<file path="src/hw/rtl/mwmn_pkg.sv">
// Shared types and constants for the mecanum wheel mixer with speed normalisation.
// Used by mwmn_mix, mwmn_div_cell and mecanum_wheel_mixer_normalize; no dependencies.
`timescale 1ns / 1ps

package mwmn_pkg;

    // Field and datapath widths
    localparam int LANES     = 4;
    localparam int X_W       = 15;                // trans_x / trans_y
    localparam int ROT_IN_W  = 13;                // rotation
    localparam int GAIN_W    = 4;
    localparam int LIM_W     = 15;                // max_wheel_speed
    localparam int TERM_W    = 19;                // X or Y after translation gain
    localparam int ROT_W     = 17;                // rotation after gain or boost
    localparam int SUM_W     = 21;                // one wheel mix, signed
    localparam int MAG_W     = SUM_W - 1;         // magnitude of one wheel mix
    localparam int QUO_W     = LIM_W;             // quotient bits, one per divider cell
    localparam int PROD_W    = MAG_W + LIM_W;     // magnitude times limit
    localparam int REM_W     = MAG_W + 1;         // trial remainder in a cell
    localparam int CFG_IDX_W = 2;

    // Keyboard-mode rotation boost
    localparam int Y_BOOST_THRESHOLD = 5000;
    localparam int ROT_BOOST_HIGH    = 50;
    localparam int ROT_BOOST_LOW     = 5;

    // Reset values of the registers
    localparam logic [GAIN_W-1:0] TRANS_GAIN_RST = 4'd1;
    localparam logic [GAIN_W-1:0] ROT_GAIN_RST   = 4'd1;
    localparam logic [LIM_W-1:0]  MAX_SPEED_RST  = 15'd7500;

    // Register indexes
    localparam logic [CFG_IDX_W-1:0] REG_TRANS_GAIN = 2'd0;
    localparam logic [CFG_IDX_W-1:0] REG_ROT_GAIN   = 2'd1;
    localparam logic [CFG_IDX_W-1:0] REG_MAX_SPEED  = 2'd2;

    typedef enum logic {
        OP_REMOTE   = 1'b0,
        OP_KEYBOARD = 1'b1
    } op_t;

    // Mixer output: wheel magnitudes, signs and the scaling decision
    typedef struct packed {
        logic [LANES-1:0]            neg;
        logic [LANES-1:0][MAG_W-1:0] mag;
        logic [MAG_W-1:0]            maxmag;
        logic                        scale;
    } mix_t;

    // One wheel inside the divider chain: partial remainder and the shift
    // word that gives up dividend bits at the top and takes quotient bits in
    typedef struct packed {
        logic [MAG_W-1:0] rem;
        logic [QUO_W-1:0] bits;
    } div_lane_t;

    typedef struct packed {
        logic [MAG_W-1:0]             divisor;
        logic [LANES-1:0]             neg;
        div_lane_t [LANES-1:0]        lane;
    } div_tok_t;

endpackage

</file>
<file path="src/hw/rtl/mwmn_div_cell.sv">
// One cell of the divider chain: takes one quotient bit for all four wheels
// against a shared divisor and hands the item on. Depends on mwmn_pkg.
`timescale 1ns / 1ps

module mwmn_div_cell (
    input  logic                 clk,
    input  logic                 rst_n,
    input  logic                 in_valid,
    input  mwmn_pkg::div_tok_t   in_tok,
    output logic                 out_valid,
    output mwmn_pkg::div_tok_t   out_tok
);
    import mwmn_pkg::*;

    logic                valid_reg;
    div_tok_t            tok_reg, tok_next;
    logic [REM_W-1:0]    trial [LANES];
    logic [REM_W-1:0]    diff  [LANES];
    logic [LANES-1:0]    ge;

    // Bring down the next dividend bit and subtract where the divisor fits
    always_comb
    begin
        tok_next = in_tok;
        for (int i = 0; i < LANES; i++)
        begin
            trial[i] = {in_tok.lane[i].rem, in_tok.lane[i].bits[QUO_W-1]};
            diff[i]  = trial[i] - {1'b0, in_tok.divisor};
            ge[i]    = (trial[i] >= {1'b0, in_tok.divisor});
            tok_next.lane[i].rem  = ge[i] ? diff[i][MAG_W-1:0] : trial[i][MAG_W-1:0];
            tok_next.lane[i].bits = {in_tok.lane[i].bits[QUO_W-2:0], ge[i]};
        end
    end

    // Hold the valid mark
    always_ff @(posedge clk or negedge rst_n)
    begin
        if (!rst_n)
            valid_reg <= 1'b0;
        else
            valid_reg <= in_valid;
    end

    // Advance the item
    always_ff @(posedge clk)
    begin
        tok_reg <= tok_next;
    end

    assign out_valid = valid_reg;
    assign out_tok   = tok_reg;

    // Partial remainders stay below the divisor
    a_rem_below: assert property (@(posedge clk) disable iff (!rst_n)
        valid_reg |-> (tok_reg.lane[0].rem < tok_reg.divisor) &&
                      (tok_reg.lane[1].rem < tok_reg.divisor) &&
                      (tok_reg.lane[2].rem < tok_reg.divisor) &&
                      (tok_reg.lane[3].rem < tok_reg.divisor))
        else $error("partial remainder not below divisor");

    // A live item never carries a zero divisor
    a_div_nonzero: assert property (@(posedge clk) disable iff (!rst_n)
        valid_reg |-> (tok_reg.divisor != '0))
        else $error("zero divisor in divider chain");

endmodule
</file>
<file path="config.mk">
export PLATFORM = sky130hd
export DESIGN_NAME = mwmn_div_cell
export DESIGN_NICKNAME = d
export VERILOG_FILES = /design/src/hw/rtl/mwmn_pkg.sv /design/src/hw/rtl/mwmn_div_cell.sv
export SDC_FILE = /design/constraint.sdc
export NUM_CORES = 1
export LEC_CHECK = 0
export BUFFER_PORTS_ARGS = -buffer_cell sky130_fd_sc_hd__buf_2
export CAP_MARGIN = 20
export CORE_MARGIN = 8
export CORE_UTILIZATION = 40
export DETAILED_ROUTE_END_ITERATION = 6
export HOLD_SLACK_MARGIN = 0.15
export PLACE_DENSITY = 0.65
export SKIP_CTS_REPAIR_TIMING = 1
export SLEW_MARGIN = 5
export SYNTH_ARGS = -nofsm -noshare
export SYNTH_HDL_FRONTEND = slang
export SYNTH_SLANG_ARGS = --single-unit
</file>
<file path="constraint.sdc">
create_clock -name clk -period 1 [get_ports clk]
set_input_delay 0.05 -clock clk [delete_from_list [all_inputs] [get_ports clk]]
set_output_delay 0.05 -clock clk [all_outputs]
set_load 0.03 [all_outputs]
</file>
After elaboration in Yosys (flattened, before gate mapping)
Cells that the tools add are included.

storage, ports and cells
  register bits after elaboration = 165
  input port bits = 167
  output and inout bits = 165
  word-level logic and storage cells = 23

operators by class
  add/sub/neg operators = 4
  magnitude comparators = 4
  muxes and demuxes = 4

operators with widths
  operator          count
  $ge A21 B20 Y1    4
  $mux W20          4
  $sub A20 B20 Y20  4

Logic depth before layout (Yosys ltp)
  depth in word-level cells = 2
  mapped depth = 11
  gate-level depth less buffers = 10

Worst setup path after synthesis
OpenSTA, ideal clock, no wires.

  path type = input -> register
  start point = input in_tok[157] in the netlist's numbering
  end point = register tok_reg, in the netlist out_tok[55]
  library setup time = 121 ps
  data arrival time = 2077 ps
  required time = 879 ps
  path slack = -1197 ps
  cell stages on the path = 9
  path buffers = 2
  cells stage by stage = inv_1 -> ha_1 -> clkbuf_1 -> nand3_1 -> nor4_1 -> a21oi_1 -> a31oi_2 -> buf_4 -> mux2_2

RTL lines
  what                  line                 text
  start, declared       mwmn_div_cell.sv:9   input mwmn_pkg::div_tok_t in_tok,
  end signal, assigned  mwmn_div_cell.sv:47  tok_reg <= tok_next;
  end, declared         mwmn_div_cell.sv:16  div_tok_t tok_reg, tok_next;

==> results.sh <==
export IMPL_fmax_ghz=0.485
export IMPL_vias_per_cell=5.17
export IMPL_drv_cap=0
export IMPL_cp_arrival_ns=2.38
export IMPL_post_route_min_period_ns=2.06
export IMPL_cts_htree_levels=4
export IMPL_hpwlAfterDp_um=27300
export IMPL_drtIter0Drc=529
export IMPL_crit_chain="buf_6, clkinvlp_4, ha_1, o21a_1, o31a_1, o21ai_0, nand2b_1, a311oi_1, xnor2_1, mux2_2"
export IMPL_avgSynthCellArea_um2=9.67
export IMPL_die_y_um=163
export IMPL_powerDensity_mw_per_mm2=1540
export IMPL_hp_class="in2reg"
export IMPL_slowest_stage="ha_1"
export IMPL_tightest_slew_ns=0.473
export IMPL_yosys_cell_types_count=71
export IMPL_area_delta_synth_final_pct=89.1
export IMPL_num_vias=10100
export IMPL_grt_total_usage=0.239
export IMPL_leakagePower_uw=0.00782
export IMPL_hold_viol_final=6
export IMPL_coreArea_mm2=0.0216
export IMPL_ant_nets=0
export IMPL_antenna_found_initial=0
export IMPL_drive_gt1_frac=0.510
export IMPL_cp_required_ns=1.32
export IMPL_crit_fanout=6
export IMPL_setup_worst_path_class="in2reg"
export IMPL_wl_per_cell_um=20.6
export IMPL_ys_async_sr_fraction=0.00606
export IMPL_whs_path_depth=1
export IMPL_stdcell_count=1960
export IMPL_cts_sinks=165
export IMPL_ys_ff_latch=165
export IMPL_num_fill_cells=1398
export IMPL_outcome="finished with violations"
export IMPL_slew_viol_final=0
export IMPL_synth_ff_type="dfxtp_1"
export IMPL_timing_slew_headroom=0.684
export IMPL_overflow=0
export IMPL_layout_setup_ws_ns=-1.06
export IMPL_start_util=0.402
export IMPL_rsz0062_at_grt="yes"
export IMPL_dp_cells=1739
export IMPL_vdd_drop_max_mv=1.12
export IMPL_pre_cts_slack_ns=-1.46
export IMPL_cts_tree="done"
export IMPL_routed_wirelength_um=40400
export IMPL_yosysSeqAreaShare=0.382
export IMPL_violations="negative hold slack, negative setup slack"
export IMPL_min_from="in_tok[150]"
export IMPL_start_kind="input port"
export IMPL_netlist_area_mm2=0.00867
export IMPL_fin_nets=1918
export IMPL_die_width_um=163
export IMPL_numCtsBuffers=17
export IMPL_grt_start_max_net_pins=20
export IMPL_cts_buffer_depth=2
export IMPL_timing_setup_tns_ns=-76.34
export IMPL_finalCritPeriodShare=2.06
export IMPL_timing_hold_ws_ns=-0.277
export IMPL_clkSlewWorstSetupHoldPaths_ns=0.07
export IMPL_fin_util=0.760
export IMPL_total_power_uw=25200
export IMPL_multi_input_area_mm2=0.00599
export IMPL_dr_pass1_iters=6
export IMPL_fp_row_count=54
export IMPL_netlist_instances=896
export IMPL_grt_pass1_wl_um=49500
export IMPL_drcViolationCount=0
export IMPL_dieArea_mm2=0.0266
export IMPL_critPathLaunch="in_tok[148]"
export IMPL_cp_end_kind="flop"
export IMPL_setup_violations_final=121
export IMPL_synth_fp_nets=1147
export IMPL_gp_congestion=0.928
export IMPL_io_buffers=331
export IMPL_cts_root_buffer="clkbuf_16"
export IMPL_first_global_vias=9423
export IMPL_pin_count=332
export IMPL_synth_edf_count=0
export IMPL_seqCellArea_mm2=0.00331
export IMPL_yosysWarningCount=0
export IMPL_slowest_delay_ns=0.45
cells in the mapped netlist (all sizes together) (10+ instances only):
cell	n	area [um2]
xnor2	35	307
mux2i	10	100
a21oi	67	335
nand2	38	143
dfxtp	164	3280
nor2	50	188
o21ai	47	235
nand3	21	110
and3	10	62.6
o21a	17	128
a21o	27	203
inv	55	206
o211ai	10	75.1
mux2	61	724
xor2	19	166
nor3	10	50.1
clkbuf	15	57.6
a31oi	12	81.3
nor2b	17	106
ha	80	1000
sequential cells by signal, indices dropped and copies added (netlist names):
register / flops
out_tok: 164
out_valid: 1
power breakdown:
part / total (uW) / switching [uW] / leakage, uW / internal [uW]
clock: 6990 / 3150 / 0.000294 / 3840
sequential: 7740 / 287 / 0.00140 / 7460
combinational: 10500 / 5540 / 0.00613 / 4970
total: 25200 / 8980 / 0.00782 / 16300
worst max-delay path: cells and delay by family:
family | cells | cell delay, ns
XOR/XNOR | 1 | 0.11
buffers and inverters | 2 | 0.33
AO/OA/AOI/OAI | 4 | 1.01
AND/OR/NAND/NOR | 1 | 0.16
multiplexers | 1 | 0.26
adder cells (fa/ha/maj) | 1 | 0.45
cell families after synthesis:
group / count (synthesis) / synth area share
xor gates and xnor gates: 54 / 0.0546
buffers and inverters: 79 / 0.0380
AOI/OAI and AO/OA: 259 / 0.201
muxes: 71 / 0.0951
DFF: 165 / 0.382
and+or+nand+nor: 184 / 0.105
adders and majority gates: 84 / 0.125
worst paths after layout:
kind / slack, ns / to
max: -1.06 / out_tok[68]$_DFF_P_
min: -0.28 / out_tok[150]$_DFF_P_
max in group asynchronous: 0.42 / out_valid$_DFF_PN0_
min in group asynchronous: 0.49 / out_valid$_DFF_PN0_
metrics by stage:
stage / instance area [um2] / hold slack, ns
after global placement: 13100 / -0.175
after floorplan: 9240 / -0.246
after global routing: 16400 / -0.294
after CTS: 13700 / -0.634
after detailed placement: 13100 / -0.174
final: 16400 / -0.277
metal layers:
metal	track usage	routed length (um)
met1	0.265	15400
met2	0.428	20600
met3	0.0580	2460
met4	0.0972	2000
met5	0	0
placed cells by master, fill, tap and decap left out, types with 37 or more instances in the layout:
master,netlist,layout
a21oi_1,67,52
buf_2,4,300
buf_4,3,262
dfxtp_1,164,160
dlygate4sd3_1,0,157
ha_1,80,49
inv_1,55,38
mux2_4,10,40
nand2_1,38,37
nor2_1,50,42
final cells by class:
cell class | instances | area share
timing repair buffer | 776 | 0.359
inverter | 55 | 0.0150
sequential | 165 | 0.202
tap | 280 | 0.0214
antenna | 1 | 0.000153
clock inverter | 13 | 0.00993
multi-input combinational | 652 | 0.366
clock buffer | 18 | 0.0268
(Power assumes the default switching activity.)
