<file path="config.mk">
export PLATFORM = sky130hd
export DESIGN_NAME = mwmn_mix
export DESIGN_NICKNAME = d
export VERILOG_FILES = /design/src/hw/rtl/mwmn_pkg.sv /design/src/hw/rtl/mwmn_mix.sv
export SDC_FILE = /design/constraint.sdc
export NUM_CORES = 1
export LEC_CHECK = 0
export BUFFER_PORTS_ARGS = -buffer_cell sky130_fd_sc_hd__buf_2
export CAP_MARGIN = 10
export CORE_MARGIN = 5
export CORE_UTILIZATION = 56
export CTS_CLUSTER_DIAMETER = 200
export DETAILED_ROUTE_END_ITERATION = 6
export PLACE_DENSITY_LB_ADDON = 0.05
export SYNTH_ARGS = -nofsm -noshare
export SYNTH_HDL_FRONTEND = slang
export SYNTH_SLANG_ARGS = --single-unit
</file>
<file path="constraint.sdc">
create_clock -name clk -period 5.85 [get_ports clk]
set_input_delay 0.585 -clock clk [delete_from_list [all_inputs] [get_ports clk]]
set_output_delay 0.585 -clock clk [all_outputs]
set_load 0.02 [all_outputs]
</file>
<file path="src/hw/rtl/mwmn_pkg.sv">
// Shared types and constants for the mecanum wheel mixer with speed normalisation.
// Used by mwmn_mix, mwmn_div_cell and mecanum_wheel_mixer_normalize; no dependencies.
`timescale 1ns / 1ps

package mwmn_pkg;

    // Field and datapath widths
    localparam int LANES     = 4;
    localparam int X_W       = 15;                // trans_x / trans_y
    localparam int ROT_IN_W  = 13;                // rotation
    localparam int GAIN_W    = 4;
    localparam int LIM_W     = 15;                // max_wheel_speed
    localparam int TERM_W    = 19;                // X or Y after translation gain
    localparam int ROT_W     = 17;                // rotation after gain or boost
    localparam int SUM_W     = 21;                // one wheel mix, signed
    localparam int MAG_W     = SUM_W - 1;         // magnitude of one wheel mix
    localparam int QUO_W     = LIM_W;             // quotient bits, one per divider cell
    localparam int PROD_W    = MAG_W + LIM_W;     // magnitude times limit
    localparam int REM_W     = MAG_W + 1;         // trial remainder in a cell
    localparam int CFG_IDX_W = 2;

    // Keyboard-mode rotation boost
    localparam int Y_BOOST_THRESHOLD = 5000;
    localparam int ROT_BOOST_HIGH    = 50;
    localparam int ROT_BOOST_LOW     = 5;

    // Reset values of the registers
    localparam logic [GAIN_W-1:0] TRANS_GAIN_RST = 4'd1;
    localparam logic [GAIN_W-1:0] ROT_GAIN_RST   = 4'd1;
    localparam logic [LIM_W-1:0]  MAX_SPEED_RST  = 15'd7500;

    // Register indexes
    localparam logic [CFG_IDX_W-1:0] REG_TRANS_GAIN = 2'd0;
    localparam logic [CFG_IDX_W-1:0] REG_ROT_GAIN   = 2'd1;
    localparam logic [CFG_IDX_W-1:0] REG_MAX_SPEED  = 2'd2;

    typedef enum logic {
        OP_REMOTE   = 1'b0,
        OP_KEYBOARD = 1'b1
    } op_t;

    // Mixer output: wheel magnitudes, signs and the scaling decision
    typedef struct packed {
        logic [LANES-1:0]            neg;
        logic [LANES-1:0][MAG_W-1:0] mag;
        logic [MAG_W-1:0]            maxmag;
        logic                        scale;
    } mix_t;

    // One wheel inside the divider chain: partial remainder and the shift
    // word that gives up dividend bits at the top and takes quotient bits in
    typedef struct packed {
        logic [MAG_W-1:0] rem;
        logic [QUO_W-1:0] bits;
    } div_lane_t;

    typedef struct packed {
        logic [MAG_W-1:0]             divisor;
        logic [LANES-1:0]             neg;
        div_lane_t [LANES-1:0]        lane;
    } div_tok_t;

endpackage

</file>
<file path="src/hw/rtl/mwmn_mix.sv">
// Front end of the mixer: gains, keyboard rotation boost, wheel sums,
// magnitudes, largest magnitude and the scaling decision. Depends on mwmn_pkg.
`timescale 1ns / 1ps

module mwmn_mix (
    input  logic                           clk,
    input  logic                           rst_n,
    input  logic                           in_valid,
    input  logic                           opcode,
    input  logic signed [mwmn_pkg::X_W-1:0]      trans_x,
    input  logic signed [mwmn_pkg::X_W-1:0]      trans_y,
    input  logic signed [mwmn_pkg::ROT_IN_W-1:0] rotation,
    input  logic [mwmn_pkg::GAIN_W-1:0]    trans_gain,
    input  logic [mwmn_pkg::GAIN_W-1:0]    rot_gain,
    input  logic [mwmn_pkg::LIM_W-1:0]     lim,
    output logic                           out_valid,
    output mwmn_pkg::mix_t                 out_mix
);
    import mwmn_pkg::*;

    // Stage 1: gains
    logic                      s1_valid_reg;
    logic signed [TERM_W-1:0]  s1_x_reg, s1_y_reg, s1_x_next, s1_y_next;
    logic signed [ROT_W-1:0]   s1_r_reg, s1_r_next;
    logic                      s1_kbd_reg, s1_ybig_reg, s1_kbd_next, s1_ybig_next;
    logic [GAIN_W-1:0]         xy_gain;
    logic signed [X_W+GAIN_W:0]      x_prod, y_prod;
    logic signed [ROT_IN_W+GAIN_W:0] r_prod;

    // Stage 2: boost and mix
    logic                      s2_valid_reg;
    logic signed [SUM_W-1:0]   s2_w_reg [LANES];
    logic signed [SUM_W-1:0]   s2_w_next [LANES];
    logic signed [ROT_W-1:0]   r_eff;
    logic signed [SUM_W-1:0]   xs, ys, rs;
    logic                      boost;

    // Stage 3: magnitudes
    logic                      s3_valid_reg;
    logic [LANES-1:0][MAG_W-1:0] s3_mag_reg, s3_mag_next;
    logic [LANES-1:0]          s3_neg_reg, s3_neg_next;

    // Stage 4: largest magnitude
    logic                      s4_valid_reg;
    mix_t                      s4_mix_reg, s4_mix_next;
    logic [MAG_W-1:0]          max01, max23, max_all;

    // Apply gains; keyboard mode leaves X and Y as they are
    always_comb
    begin
        xy_gain      = (opcode == OP_KEYBOARD) ? GAIN_W'(1) : trans_gain;
        x_prod       = trans_x * $signed({1'b0, xy_gain});
        y_prod       = trans_y * $signed({1'b0, xy_gain});
        r_prod       = rotation * $signed({1'b0, rot_gain});
        s1_x_next    = TERM_W'(x_prod);
        s1_y_next    = TERM_W'(y_prod);
        s1_r_next    = ROT_W'(r_prod);
        s1_kbd_next  = (opcode == OP_KEYBOARD);
        s1_ybig_next = (trans_y > X_W'(Y_BOOST_THRESHOLD)) ||
                       (trans_y < -X_W'(Y_BOOST_THRESHOLD));
    end

    // Boost a small rotation under a large Y in keyboard mode, then mix
    always_comb
    begin
        boost = s1_kbd_reg && s1_ybig_reg &&
                (((s1_r_reg > ROT_W'(ROT_BOOST_LOW)) && (s1_r_reg < ROT_W'(ROT_BOOST_HIGH))) ||
                 ((s1_r_reg < -ROT_W'(ROT_BOOST_LOW)) && (s1_r_reg > -ROT_W'(ROT_BOOST_HIGH))));
        r_eff = boost ? ((s1_r_reg <<< 3) + (s1_r_reg <<< 1)) : s1_r_reg;
        xs    = SUM_W'(s1_x_reg);
        ys    = SUM_W'(s1_y_reg);
        rs    = SUM_W'(r_eff);
        s2_w_next[0] =  xs + ys + rs;
        s2_w_next[1] =  xs - ys + rs;
        s2_w_next[2] = -xs - ys + rs;
        s2_w_next[3] = -xs + ys + rs;
    end

    // Split each mix into sign and magnitude
    always_comb
    begin
        for (int i = 0; i < LANES; i++)
        begin
            s3_neg_next[i] = s2_w_reg[i][SUM_W-1];
            s3_mag_next[i] = s2_w_reg[i][SUM_W-1] ? MAG_W'(-s2_w_reg[i])
                                                  : MAG_W'(s2_w_reg[i]);
        end
    end

    // Find the largest magnitude and decide whether to scale
    always_comb
    begin
        max01   = (s3_mag_reg[0] > s3_mag_reg[1]) ? s3_mag_reg[0] : s3_mag_reg[1];
        max23   = (s3_mag_reg[2] > s3_mag_reg[3]) ? s3_mag_reg[2] : s3_mag_reg[3];
        max_all = (max01 > max23) ? max01 : max23;
        s4_mix_next.neg    = s3_neg_reg;
        s4_mix_next.mag    = s3_mag_reg;
        s4_mix_next.maxmag = max_all;
        s4_mix_next.scale  = (max_all > MAG_W'(lim));
    end

    // Advance the valid marks
    always_ff @(posedge clk or negedge rst_n)
    begin
        if (!rst_n)
        begin
            s1_valid_reg <= 1'b0;
            s2_valid_reg <= 1'b0;
            s3_valid_reg <= 1'b0;
            s4_valid_reg <= 1'b0;
        end
        else
        begin
            s1_valid_reg <= in_valid;
            s2_valid_reg <= s1_valid_reg;
            s3_valid_reg <= s2_valid_reg;
            s4_valid_reg <= s3_valid_reg;
        end
    end

    // Advance the payload
    always_ff @(posedge clk)
    begin
        s1_x_reg    <= s1_x_next;
        s1_y_reg    <= s1_y_next;
        s1_r_reg    <= s1_r_next;
        s1_kbd_reg  <= s1_kbd_next;
        s1_ybig_reg <= s1_ybig_next;
        s2_w_reg    <= s2_w_next;
        s3_mag_reg  <= s3_mag_next;
        s3_neg_reg  <= s3_neg_next;
        s4_mix_reg  <= s4_mix_next;
    end

    assign out_valid = s4_valid_reg;
    assign out_mix   = s4_mix_reg;

    // The largest magnitude bounds every wheel
    a_max_bounds: assert property (@(posedge clk) disable iff (!rst_n)
        s4_valid_reg |-> (s4_mix_reg.maxmag >= s4_mix_reg.mag[0]) &&
                         (s4_mix_reg.maxmag >= s4_mix_reg.mag[1]) &&
                         (s4_mix_reg.maxmag >= s4_mix_reg.mag[2]) &&
                         (s4_mix_reg.maxmag >= s4_mix_reg.mag[3]))
        else $error("largest magnitude below a wheel magnitude");

    // The largest magnitude is one of the wheels
    a_max_member: assert property (@(posedge clk) disable iff (!rst_n)
        s4_valid_reg |-> (s4_mix_reg.maxmag == s4_mix_reg.mag[0]) ||
                         (s4_mix_reg.maxmag == s4_mix_reg.mag[1]) ||
                         (s4_mix_reg.maxmag == s4_mix_reg.mag[2]) ||
                         (s4_mix_reg.maxmag == s4_mix_reg.mag[3]))
        else $error("largest magnitude matches no wheel");

endmodule

</file>
[Yosys cells after proc, flatten, opt, wreduce, memory -nomap -nowiden]
Cells that the tools add are included.
Storage, ports and cells
  register bits after elaboration: 334
  output and inout bits: 106
  word-level logic and storage cells: 67
Operators by class
  add/sub/neg operators: 14
  multipliers: 3
  $lt $le $gt $ge: 10
  muxes and demuxes: 9
  reductions and logical operators: 6
Operators with widths (number)
  2-to-1 mux 20 bit: 7
  negator 20 bit: 4
  > comparator 20 bit: 3
  adder 20 x 17 -> 21 bit: 2
  adder 21 x 17 -> 21 bit: 2
  multiplier 15 x 5 -> 19 bit: 2
  adder 21 x 19 -> 21 bit: 1
  negator 19 -> 21 bit: 1
  subtractor 21 x 19 -> 21 bit: 1
  adder 19 x 19 -> 20 bit: 1
  > comparator 20 x 15 -> 1 bit: 1
  subtractor 19 x 19 -> 20 bit: 1
  adder 17 bit: 1
  > comparator 17 x 4 -> 1 bit, second input constant: 1
  > comparator 17 x 7 -> 1 bit, second input constant: 1
  < comparator 17 x 4 -> 1 bit, second input constant: 1
  < comparator 17 x 7 -> 1 bit, second input constant: 1
  multiplier 13 x 5 -> 17 bit: 1
  2-to-1 mux 17 bit: 1
  > comparator 15 x 14 -> 1 bit, second input constant: 1
  < comparator 15 x 14 -> 1 bit, second input constant: 1
  logical AND 1 bit: 4
  2-to-1 mux 4 bit: 1
  logical OR 1 bit: 2

[Depth between registers and ports, before layout]
  depth after elaboration: 6
  gate-level depth with buffers: 31
  mapped depth without buffers: 28

[Least setup slack after synthesis]
No wires, ideal clock.
  path type: flip-flop to flip-flop
  from: reg s3_mag_reg[77] (netlist bit)
  to: reg s4_mix_reg, in the netlist out_mix[0]
  library setup time: 0.124 ns
  arrival: 5.703 ns
  path slack: 0.023 ns
  stages on the path, launching flop included: 31
  buffers on the path: 4
  period minus slack after synthesis: 5.827 ns
  cell sequence: dfxtp_1 inv_1 ha_1 a21o_1 a21o_1 a221o_1 o31ai_1 buf_2 buf_2 mux2i_1 ha_1 a21o_1 a21o_1 a21o_1 a21oi_1 o32ai_1 o22ai_1 clkbuf_1 buf_1 nor2_1 a21oi_1 ha_1 a21o_1 a21oi_1 nor2b_1 o21ai_0 nand2b_1 a21oi_1 o2111ai_1 a21oi_1 nand2_1
RTL lines
  from (decl): line mwmn_mix.sv:40  | logic [LANES-1:0][MAG_W-1:0] s3_mag_reg, s3_mag_next;
  from (signal assigned): line mwmn_mix.sv:130  | s3_mag_reg <= s3_mag_next;
  to (signal assigned): line mwmn_mix.sv:132  | s4_mix_reg <= s4_mix_next;
  to (decl): line mwmn_mix.sv:45  | mix_t s4_mix_reg, s4_mix_next;

==> results.cfg <==
[logic_synthesis]
synth.most_common_cell = inv_1
synth_cells = 2514
yosysTopAreaCell = dfxtp_1
avgSynthCellArea_um2 = 9.233
ys_types = 64
ys.flop_type = dfxtp_1
synth_seq_cells = 325
yosys-top-cells-count = inv_1, dfxtp_1, ha_1, xnor2_1, fa_1
ys_warn_count = 0
synth_top_area_share = 0.2768
synth-edff-count = 0
synth.cell_area_um2 = 23210
ys_seq_area_frac = 0.2812
synth_nets = 3024
synth.area.top_cells = dfxtp_1, ha_1, fa_1
async_reset_ff_frac = 0.01231

[finish]
postLayoutCoreUtil = 0.6426
diodes = 0
layout.nets = 3256
n_fill_cell = 3487
drive_above_1_share = 0.1215
final_area_um2 = 26300
area_delta_synth_final_pct = 13.30
largest_reg_flops = 102

[routing]
ant_nets = 0
wl_per_cell_um = 16.82
routed_wirelength_um = 55590
dr_total_vias = 17404
initialDrtViolationCount = 917
firstDrtPassIters = 7
remaining_drc_errors = 0
viasPerCell = 5.266

[cts]
clk_pin_slew_worst_paths_ns = 0.06
clk_latency_ns = 0.52
cts_made_buffers = 35
clockBufferDepth = 3
cts_tree = yes
cts_max_level = 2
root_buffer = clkbuf_16
clkSinkCount = 325

[worst_setup_path]
r2r-start = s3_mag_reg[65]
rr_worst_depth = 27
cp.required_ns = 6.24
reg2reg_slack_ns = 0.34
cp_max_fo = 9
worstSetupStartpointType = register
cp_slowest_cell = dfxtp_1
crit_start = s3_mag_reg[65]
critPathKind = reg2reg
cp_top_family = compound AO/OA/AOI/OAI gates
worst-path-buf-inv = 4
cp-end-kind = register
r2r-end = out_mix[0]
cp.arrival_ns = 5.90
max_stage_delay_ns = 0.37

[grt]
grt_overflow = 0
grt_use_total = 0.2441
antenna_found_initial = 0
grt_pass1_wl_um = 89420
grt_max_degree = 31
grt_pass1_vias = 17798

[timing]
slew_headroom = 0.4512
fmax_mhz = 181.5
tns_ns = 0
worstMarginPinSlew_ns = 0.8220
rsz0062_at_grt = false
fin_skew_ns = 0.01312
post-route-min-period_ns = 5.511
report.final.setup_viol = 0
slew_viol_final = 0
finalCritPeriodShare = 0.9420
finalHoldViolCount = 0

[status]
status = finished, final reports clean

[floorplanning]
rows = 74
fp.dieH_um = 213.6
start_util = 0.5672
core_area_um2 = 40920
die_w_um = 213.6
io_pins = 176
dieArea_um2 = 45620

[flow_run]
drv_cap = 0

[worst_hold_path]
whs_endpoint = s1_valid_reg
hold_path.class = in2reg
whs_path_depth = 1
hp-start = in_valid

[placed_design]
portBuffers = 175
placed_area_um2 = 25040
gp_congestion = 0.9757
dp_hpwl_um = 47620
[routing by layer]
layer,track usage,vias up,share of wire
met2,0.4372,384,0.49
met5,0,-,0
met4,0.1024,0,0.047
li1,-,8705,-
met3,0.02780,121,0.040
met1,0.2992,8194,0.42
[worst max-delay path by stage]
stage / end / slack [ns] / depth (start not counted)
5_1_grt: out_mix[0] / 0.02 / 28
6_report: out_mix[0] / 0.34 / 27
3_5_place_dp: out_mix[0] / 0.17 / 27
4_1_cts: out_mix[0] / 0.16 / 27
2_1_floorplan: out_mix[0] / 0.02 / 30
3_3_place_gp: out_mix[0] / 0.35 / 27
[cell families after synthesis]
group           count (synthesis)  synth area share
simple gates                  628            0.1391
buf+inv                       472           0.07821
fa+ha+maj                     440            0.2909
compound gates                398            0.1138
flops                         325            0.2812
xor+xnor                      212           0.07999
mux                            39           0.01687
[what timing repair did]
| item | in CTS | in global routing |
|---|---|---|
| resized for setup | 0 | 8 |
| hold buffers | 1 | 0 |
| endpoints found under the setup margin | 0 | 1 |
| endpoints found under the hold margin | 4 | 0 |
| setup buffers | 0 | 1 |
[layout make-up]
class	instances	area (µm²)	area share
multi-input combinational	1717	14910	0.5671
sequential	325	6526	0.2482
inverter	433	1625	0.06180
timing repair buffer	234	1334	0.05072
clock buffer	41	959.7	0.03649
tap	532	665.6	0.02531
clock inverter	23	274.0	0.01042
[cell usage in the layout, fill, tap and decap left out, types with 81 or more instances in the layout]
| master | instances |
|---|---|
| a21oi_1 | 112 |
| nand2_1 | 142 |
| nor2_1 | 115 |
| fa_1 | 166 |
| o21ai_0 | 81 |
| xnor2_1 | 187 |
| dfxtp_1 | 321 |
| and2_1 | 132 |
| buf_2 | 175 |
| ha_1 | 274 |
| inv_1 | 433 |
[through the flow]
step	worst slack, ns	hold slack (ns)	std cells
final	0.3391	0.1841	3305
after global routing	0.02000	0.1608	3305
after CTS	0.1623	0.1619	3304
after detailed placement	0.1687	0.3193	3239
after global placement	0.3514	0.3121	3239
after floorplan	0.02319	0.2894	2514
Power is left out: the tool's default activity adds up to more than one toggle a clock period on the data nets, which glitch-free logic cannot reach.
